## config.mk

```make
export PLATFORM = sky130hd
export DESIGN_NAME = fan_speed_hysteresis_classifier_top
export DESIGN_NICKNAME = d
export VERILOG_FILES = /design/src/sv/fshc_pkg.sv /design/src/sv/fan_speed_hysteresis_classifier_top.sv /design/src/sv/fshc_useq.sv
export VERILOG_INCLUDE_DIRS = /design/src /design/src/sv
export SDC_FILE = /design/constraint.sdc
export NUM_CORES = 1
export LEC_CHECK = 0
export BUFFER_PORTS_ARGS = -buffer_cell sky130_fd_sc_hd__buf_2
export CAP_MARGIN = 20
export CORE_ASPECT_RATIO = 0.7
export CORE_MARGIN = 1.5
export CORE_UTILIZATION = 59
export CTS_BUF_LIST = sky130_fd_sc_hd__clkbuf_4
export DETAILED_ROUTE_END_ITERATION = 6
export HOLD_SLACK_MARGIN = 0.06
export PLACE_DENSITY = 0.83
export SYNTH_ARGS = -nofsm -noshare
export SYNTH_HDL_FRONTEND = slang
export SYNTH_SLANG_ARGS = --single-unit
export TNS_END_PERCENT = 1
```

## constraint.sdc

```tcl
create_clock -name clk_i -period 5.19 [get_ports clk_i]
set_input_delay 0.7785 -clock clk_i [delete_from_list [all_inputs] [get_ports clk_i]]
set_output_delay 0.7785 -clock clk_i [all_outputs]
set_load 0.01 [all_outputs]
```

## src/sv/assert_macros.svh

```systemverilog
// Assertion macros used by the top-level RTL file.
// Expects clk_i and rst_ni in the scope of use.
`ifndef ASSERT_MACROS_SVH
`define ASSERT_MACROS_SVH

// Concurrent check, sampled on the rising clock, off while in reset.
`define FSHC_ASSERT(lbl, prop, msg) \
  lbl: assert property (@(posedge clk_i) disable iff (!rst_ni) prop) else $error(msg);

// Same check, but also evaluated during reset.
`define FSHC_ASSERT_ALWAYS(lbl, prop, msg) \
  lbl: assert property (@(posedge clk_i) prop) else $error(msg);

`endif

```

## src/sv/fshc_pkg.sv

```systemverilog
// Package for the fan speed hysteresis classifier: fan table, microcode types,
// configuration register indexes. No dependencies.
package fshc_pkg;

  localparam int unsigned SpeedW   = 13;
  localparam int unsigned WordW    = 15;
  localparam int unsigned ClassOutW = 3;
  localparam int unsigned TableRows = 6;
  localparam int unsigned RowIdxW   = 4;

  localparam logic [SpeedW-1:0] MinSpeedReset = 13'd1800;
  localparam logic [SpeedW-1:0] MaxSpeedReset = 13'd5500;

  // configuration register indexes
  localparam logic CFG_MIN_SPEED = 1'b0;
  localparam logic CFG_MAX_SPEED = 1'b1;

  // microprogram step addresses
  typedef logic [2:0] step_t;
  localparam step_t STEP_WAIT  = 3'd0;
  localparam step_t STEP_RISE  = 3'd1;
  localparam step_t STEP_FALL  = 3'd2;
  localparam step_t STEP_CLAMP = 3'd3;
  localparam step_t STEP_EMIT  = 3'd4;

  typedef enum logic [2:0] {
    OP_WAIT,   // take a word from the input channel
    OP_RISE,   // climb one class if above next row's rise threshold
    OP_FALL,   // drop one class if below this row's fall threshold
    OP_CLAMP,  // look up speed, use the ceiling if outside floor/ceiling, decide emission
    OP_EMIT    // hand the result to the output register
  } op_e;

  typedef enum logic [2:0] {
    COND_NEVER,
    COND_NO_INPUT,
    COND_RISE_OK,
    COND_FALL_OK,
    COND_OUT_BLOCKED
  } cond_e;

  typedef struct packed {
    op_e   op;
    cond_e cond;
    step_t jmp;   // taken when cond holds
    step_t nxt;   // taken otherwise
  } ucode_t;

  // datapath status seen by the sequencer
  typedef struct packed {
    logic in_accept;
    logic rise_ok;
    logic fall_ok;
    logic out_blocked;
  } useq_status_t;

  function automatic logic [RowIdxW-1:0] row_clamp(input logic [RowIdxW-1:0] idx);
    row_clamp = (idx >= RowIdxW'(TableRows)) ? RowIdxW'(TableRows - 1) : idx;
  endfunction

  function automatic logic [SpeedW-1:0] row_rpm(input logic [RowIdxW-1:0] idx);
    unique case (row_clamp(idx))
      4'd0:    row_rpm = 13'd1800;
      4'd1:    row_rpm = 13'd2000;
      4'd2:    row_rpm = 13'd3000;
      4'd3:    row_rpm = 13'd4000;
      4'd4:    row_rpm = 13'd5000;
      default: row_rpm = 13'd5500;
    endcase
  endfunction

  function automatic logic [7:0] row_rise(input logic [RowIdxW-1:0] idx);
    unique case (row_clamp(idx))
      4'd0:    row_rise = 8'd30;
      4'd1:    row_rise = 8'd65;
      4'd2:    row_rise = 8'd70;
      4'd3:    row_rise = 8'd75;
      4'd4:    row_rise = 8'd80;
      default: row_rise = 8'd90;
    endcase
  endfunction

  function automatic logic [7:0] row_fall(input logic [RowIdxW-1:0] idx);
    unique case (row_clamp(idx))
      4'd0:    row_fall = 8'd30;
      4'd1:    row_fall = 8'd55;
      4'd2:    row_fall = 8'd65;
      4'd3:    row_fall = 8'd70;
      4'd4:    row_fall = 8'd70;
      default: row_fall = 8'd80;
    endcase
  endfunction

endpackage

```

## src/sv/fan_speed_hysteresis_classifier_top.sv

```systemverilog
// Top level of the fan speed hysteresis classifier: datapath, configuration
// registers, output register. Depends on fshc_pkg, fshc_useq, assert_macros.svh.
//
// Usage:
//   Input channel (in_valid_i/in_ready_o): one word per temperature sample,
//   temperature_i plus force_update_i. Output channel (out_valid_o/out_ready_i):
//   at most one result word per sample: speed_rpm_o, speed_word_o (speed x4,
//   13.2 format) and class_index_o. cfg_we_i writes cfg_wdata_i to the floor (index 0) or
//   ceiling (index 1) speed register; the user writes only while the block is idle (not enforced).
// Timing:
//   A microprogram steps a small datapath: wait, climb loop, fall loop, clamp,
//   emit. A sample climbs or falls, never both. A new sample is taken only after
//   the previous one has left the emit step; its result is loaded in that step.
// Reset:
//   Class goes to the top row, last speed to zero (first sample emits while the
//   ceiling is nonzero), floor/ceiling to 1800/5500 rpm, output register empty.
// Stall:
//   A held result does not block the next sample; the emit step waits only
//   if a new result is due while the previous one is still not taken.
module fan_speed_hysteresis_classifier_top
  import fshc_pkg::*;
#(
  parameter int unsigned NUM_CLASSES = 6,
  parameter int unsigned TEMP_BITS   = 8
) (
  input  logic                 clk_i,
  input  logic                 rst_ni,
  // configuration
  input  logic                 cfg_we_i,
  input  logic                 cfg_addr_i,
  input  logic [SpeedW-1:0]    cfg_wdata_i,
  // input words
  input  logic                 in_valid_i,
  output logic                 in_ready_o,
  input  logic [TEMP_BITS-1:0] temperature_i,
  input  logic                 force_update_i,
  // output words
  output logic                 out_valid_o,
  input  logic                 out_ready_i,
  output logic [SpeedW-1:0]    speed_rpm_o,
  output logic [WordW-1:0]     speed_word_o,
  output logic [ClassOutW-1:0] class_index_o
);

`include "assert_macros.svh"

  localparam int unsigned ClsW = $clog2(NUM_CLASSES);
  localparam logic [ClsW-1:0] TopClass = ClsW'(NUM_CLASSES - 1);

  op_e          op;
  useq_status_t status;

  // config registers
  logic [SpeedW-1:0] min_q, max_q;

  // working state
  logic [TEMP_BITS-1:0] temp_q;
  logic                 force_q;
  logic [ClsW-1:0]      cls_q, cls_d;
  logic [SpeedW-1:0]    last_q, last_d;
  logic                 emit_q, emit_d;

  // output register
  logic                 out_valid_q, out_valid_d;
  logic [SpeedW-1:0]    out_speed_q;
  logic [ClassOutW-1:0] out_class_q;

  logic                 in_accept;
  logic                 out_load;
  logic [ClsW-1:0]      cls_up;
  logic [RowIdxW-1:0]   up_idx, cur_idx;
  logic [SpeedW-1:0]    row_speed, speed_sel;

  fshc_useq u_useq (
    .clk_i    (clk_i),
    .rst_ni   (rst_ni),
    .status_i (status),
    .op_o     (op)
  );

  assign in_ready_o = (op == OP_WAIT);
  assign in_accept  = in_valid_i && in_ready_o;

  // table lookups: next row's rise threshold, current row's fall and speed
  assign cls_up    = cls_q + 1'b1;
  assign up_idx    = RowIdxW'(cls_up);
  assign cur_idx   = RowIdxW'(cls_q);
  assign row_speed = row_rpm(cur_idx);
  assign speed_sel = (row_speed < min_q || row_speed > max_q) ? max_q : row_speed;

  assign status.in_accept   = in_accept;
  assign status.rise_ok     = (cls_q < TopClass) && (temp_q > TEMP_BITS'(row_rise(up_idx)));
  assign status.fall_ok     = (cls_q != '0) && (temp_q < TEMP_BITS'(row_fall(cur_idx)));
  assign status.out_blocked = emit_q && out_valid_q && !out_ready_i;

  assign out_load = (op == OP_EMIT) && emit_q && !status.out_blocked;

  always_comb begin
    cls_d  = cls_q;
    last_d = last_q;
    emit_d = emit_q;
    unique case (op)
      OP_RISE: begin
        if (status.rise_ok) cls_d = cls_up;
      end
      OP_FALL: begin
        if (status.fall_ok) cls_d = cls_q - 1'b1;
      end
      OP_CLAMP: begin
        // last speed follows every sample, emitted or not
        emit_d = (speed_sel != last_q) || force_q;
        last_d = speed_sel;
      end
      default: ;
    endcase
  end

  always_comb begin
    out_valid_d = out_valid_q;
    if (out_valid_q && out_ready_i) out_valid_d = 1'b0;
    if (out_load) out_valid_d = 1'b1;
  end

  always_ff @(posedge clk_i or negedge rst_ni) begin
    if (!rst_ni) begin
      min_q       <= MinSpeedReset;
      max_q       <= MaxSpeedReset;
      cls_q       <= TopClass;
      last_q      <= '0;
      emit_q      <= 1'b0;
      out_valid_q <= 1'b0;
    end else begin
      if (cfg_we_i) begin
        unique case (cfg_addr_i)
          CFG_MIN_SPEED: min_q <= cfg_wdata_i;
          CFG_MAX_SPEED: max_q <= cfg_wdata_i;
          default: ;
        endcase
      end
      cls_q       <= cls_d;
      last_q      <= last_d;
      emit_q      <= emit_d;
      out_valid_q <= out_valid_d;
    end
  end

  // sample and result payload, no reset needed
  always_ff @(posedge clk_i) begin
    if (in_accept) begin
      temp_q  <= temperature_i;
      force_q <= force_update_i;
    end
    if (out_load) begin
      out_speed_q <= last_q;
      out_class_q <= ClassOutW'(cls_q);
    end
  end

  assign out_valid_o   = out_valid_q;
  assign speed_rpm_o   = out_speed_q;
  assign speed_word_o  = {out_speed_q, 2'b00};
  assign class_index_o = out_class_q;

  `FSHC_ASSERT(a_cls_in_range, cls_q <= TopClass, "class beyond top row")
  `FSHC_ASSERT(a_busy_after_accept, in_valid_i && in_ready_o |=> !in_ready_o,
               "sequencer ready again right after taking a word")
  `FSHC_ASSERT(a_valid_from_emit, $rose(out_valid_o) |-> $past(op == OP_EMIT),
               "result appeared outside the emit step")

endmodule

```

## src/sv/fshc_useq.sv

```systemverilog
// Microcode sequencer: control store, step register and conditional jumps.
// Depends on fshc_pkg.
module fshc_useq
  import fshc_pkg::*;
(
  input  logic         clk_i,
  input  logic         rst_ni,
  input  useq_status_t status_i,
  output op_e          op_o
);

  step_t  step_q, step_d;
  ucode_t uword;
  logic   cond_hit;

  // control store
  always_comb begin
    unique case (step_q)
      STEP_WAIT:  uword = '{op: OP_WAIT,  cond: COND_NO_INPUT,    jmp: STEP_WAIT,
                            nxt: STEP_RISE};
      STEP_RISE:  uword = '{op: OP_RISE,  cond: COND_RISE_OK,     jmp: STEP_RISE,
                            nxt: STEP_FALL};
      STEP_FALL:  uword = '{op: OP_FALL,  cond: COND_FALL_OK,     jmp: STEP_FALL,
                            nxt: STEP_CLAMP};
      STEP_CLAMP: uword = '{op: OP_CLAMP, cond: COND_NEVER,       jmp: STEP_WAIT,
                            nxt: STEP_EMIT};
      STEP_EMIT:  uword = '{op: OP_EMIT,  cond: COND_OUT_BLOCKED, jmp: STEP_EMIT,
                            nxt: STEP_WAIT};
      default:    uword = '{op: OP_WAIT,  cond: COND_NEVER,       jmp: STEP_WAIT,
                            nxt: STEP_WAIT};
    endcase
  end

  always_comb begin
    unique case (uword.cond)
      COND_NO_INPUT:    cond_hit = !status_i.in_accept;
      COND_RISE_OK:     cond_hit = status_i.rise_ok;
      COND_FALL_OK:     cond_hit = status_i.fall_ok;
      COND_OUT_BLOCKED: cond_hit = status_i.out_blocked;
      default:          cond_hit = 1'b0;
    endcase
    step_d = cond_hit ? uword.jmp : uword.nxt;
  end

  always_ff @(posedge clk_i or negedge rst_ni) begin
    if (!rst_ni) begin
      step_q <= STEP_WAIT;
    end else begin
      step_q <= step_d;
    end
  end

  assign op_o = uword.op;

endmodule
```

==> results.py <==
metrics = {
    "min_path": {
        "min_path_type": "primary input to asynchronous set/reset pin",
    },
    "layout": {
        "seqCellArea_sq_um": 1940,
        "drive_gt1_frac": 0.239,
        "multi_input_area_sq_um": 1890,
        "syn2layout_area_growth_pct": 10.7,
        "nets": 508,
        "final_util": 0.674,
        "n_fill_cell": 550,
        "n_antenna_cell": 0,
    },
    "setup_path": {
        "worstSetupEndpointType": "register",
        "required_ps": 5450,
        "cp.arrival_ps": 4900,
        "rr_worst_depth": 15,
        "cp_max_fo": 16,
        "critPathKind": "register to register",
        "cp-start-kind": "register",
    },
    "pwr": {
        "total_power_mw": 2.61,
        "power_frac_seq": 0.373,
        "switching_share": 0.420,
        "p_int_mw": 1.51,
        "p_leak_nw": 2.11,
        "combPwrFrac": 0.475,
        "clkPwrFrac": 0.152,
        "p_sw_mw": 1.10,
        "powerDensity_nw_per_um2": 573,
        "ir_worst_vdd_mv": 0.241,
    },
    "synthesis": {
        "syn_avg_cell_area_sq_um": 10.3,
        "ys_types": 51,
        "synth-edff-count": 25,
        "syn_inst": 398,
        "ys_warn_count": 0,
        "syn-cell-area_sq_um": 4120,
        "synth-seq-area-share": 0.472,
        "synthFlopType": "dfrtp_1",
        "synthArstFlopShare": 0.653,
        "synth_seq_cells": 72,
    },
    "timing": {
        "period_share": 0.895,
        "slew_viol_final": 0,
        "finalSetupTns_ps": 0,
        "relSlewSlack": 0.334,
        "worst_pin_slew_ps": 997,
        "skew_ps": 14.0,
        "fmax_mhz": 215,
        "finalHoldViolations": 0,
        "period_needed_ps": 4640,
        "setup_viol": 0,
        "rsz0062_at_grt": "false",
    },
    "route": {
        "ant_nets": 0,
        "drc": 0,
        "first_pass_iters": 4,
        "routed_wl_mm": 8.31,
        "drt-wirelength-per-cell_um": 15.3,
        "viasPerCell": 5.51,
        "drtIter0Drc": 201,
        "dr_total_vias": 2988,
    },
    "grt": {
        "grt_use_met2": 0.346,
        "grt_use_total": 0.245,
        "grt.overflow.total": 0,
        "met1_usage": 0.379,
        "grtUsageMet3": 0.0594,
        "grt_pass1_wl_mm": 13.7,
        "grt_max_degree": 48,
        "grt_pass1_vias": 2704,
        "top_usage_layer": "met1",
        "antenna_found_initial": 0,
    },
    "cts": {
        "clockBufferDepth": 2,
        "cts_resized": 0,
        "root_buffer": "clkbuf_4",
        "cts.sinks": 72,
        "h-tree-depth": 3,
        "clkTransAtPathRegs_ps": 120,
        "cts_setup_buffers": 0,
        "postCtsHoldBufs": 0,
        "cts_tree": "yes",
        "clk_latency_ps": 420,
        "cts_inserted_buffers": 9,
    },
    "run_status": {
        "status": "finished clean",
    },
    "placed_design": {
        "io_buffer_count": 58,
        "dpl.hpwl_mm": 6.32,
        "place_congestion": 0.941,
    },
    "floorplan": {
        "io_pins": 61,
        "die-height_um": 72.9,
        "initial_core_util": 0.609,
        "rows": 25,
        "die_x_um": 103,
        "dieArea_sq_um": 7490,
        "core_sq_um": 6760,
    },
    "flow_run": {
        "maxCapViolations": 0,
    },
}
==> power by group through the flow <==
stage / logic, mW / registers [mW] / clock network, mW
after floorplan: 0.998 / 0.905 / 0
after global placement: 1.19 / 0.973 / 0
after detailed placement: 1.22 / 0.983 / 0
after CTS: 1.24 / 0.971 / 0.407
after global routing: 1.42 / 1.00 / 0.430
final: 1.24 / 0.972 / 0.397
==> cells by family (layout without fill, tap and decap cells) <==
| kind of cell | count (synthesis) | after routing | share of synthesized area |
|---|---|---|---|
| AOI/OAI and AO/OA | 83 | 83 | 0.124 |
| xor gates and xnor gates | 15 | 15 | 0.0319 |
| adders and majority gates | 36 | 36 | 0.109 |
| buffers and inverters | 57 | 106 | 0.0681 |
| DFF | 72 | 72 | 0.472 |
| muxes | 22 | 22 | 0.0584 |
| other | 1 | 2 | 0.000911 |
| and+or+nand+nor | 112 | 112 | 0.134 |
==> Yosys cell counts, types with 5 or more instances <==
cell,n,area (sq um)
edfxtp_1,25,751
ha_1,36,450
nor2_1,26,97.6
buf_4,15,113
a21oi_1,16,80.1
dfstp_2,14,368
xor2_1,11,96.3
inv_1,29,109
mux2i_1,6,60.1
clkbuf_1,9,33.8
dfrtp_1,33,826
nand2b_1,8,50.1
mux2_2,16,180
o21ai_0,34,170
and2_1,6,37.5
nand4_1,5,31.3
a21o_1,8,60.1
nand2_1,38,143
nand3_1,6,30.0
==> registers in the layout (all words and copies together) (netlist names) <==
name and cells:
temp_q 8, class_index_o 3, last_q 13, emit_q 1, cls_q 3, min_q 13
force_q 1, u_useq.step_q 3, out_valid_o 1, max_q 13, speed_rpm_o 13
==> worst paths after layout <==
kind | endpoint | from | slack [ps]
setup / recovery | emit_q$_DFFE_PN0N_ | cls_q[0]$_DFFE_PN1P_ | 550
hold / removal | min_q[11]$_DFFE_PN0P_ | rst_ni | 170
setup reg to reg | emit_q$_DFFE_PN0N_ | cls_q[0]$_DFFE_PN1P_ | 550
hold reg to reg | min_q[10]$_DFFE_PN1P_ | min_q[10]$_DFFE_PN1P_ | 530
max in group asynchronous | cls_q[2]$_DFFE_PN1P_ | rst_ni | 4500
min in group clk_i | min_q[10]$_DFFE_PN1P_ | min_q[10]$_DFFE_PN1P_ | 530
==> placed cells by master (no fill, tap or decap), types with 4 or more instances in the layout <==
master    netlist  layout
buf_2           2      58
nand2_1        38      38
ha_1           36      36
o21ai_0        34      34
dfrtp_1        33      33
inv_1          29      29
nor2_1         26      26
edfxtp_1       25      25
a21oi_1        16      16
mux2_2         16      16
dfstp_2        14      14
xor2_1         11      11
clkbuf_4        0      10
nand2b_1        8       8
a21o_1          8       8
and2_1          6       6
nand3_1         6       6
mux2i_1         6       6
nand4_1         5       5
nor3_1          4       4
o21a_1          4       4
xnor2_1         4       4
nor2b_1         4       4
==> through the flow <==
step,setup slack (ps),cells,cell area (sq um),hold slack [ps]
finish,546,542,4560,175
global route,215,542,4560,142
CTS,589,541,4540,510
detailed placement,618,526,4380,505
global placement,881,526,4380,503
floorplan,1510,399,4120,469
==> layout make-up <==
cell class / count / share of cell area
well taps: 94 / 0.0258
clock buffers: 10 / 0.0165
repair buffers: 62 / 0.0731
clock inverters: 5 / 0.0181
multi-input cells: 270 / 0.416
flip-flops and latches: 72 / 0.427
inverters: 29 / 0.0239
==> per-layer routing <==
metal | vias to the layer above | routed length, um
met3 | 5 | 563
met1 | 1402 | 4140
met4 | 0 | 50
met2 | 102 | 3560
li1 | 1479 | -
met5 | - | 0
==> critical path, cell delays in order, from the launching register on <==
cell and delay, ps:
dfstp_2 720, inv_1 210, ha_1 250, nor3_1 420
nand2b_1 280, inv_1 130, a21oi_1 400, ha_1 220
nand4_1 100, or3_1 380, a32o_1 430, buf_4 270
nor3_1 190, a31oi_1 60, nor4_1 270, a32oi_1 150
Note: power is estimated with default switching activity, not from simulation.
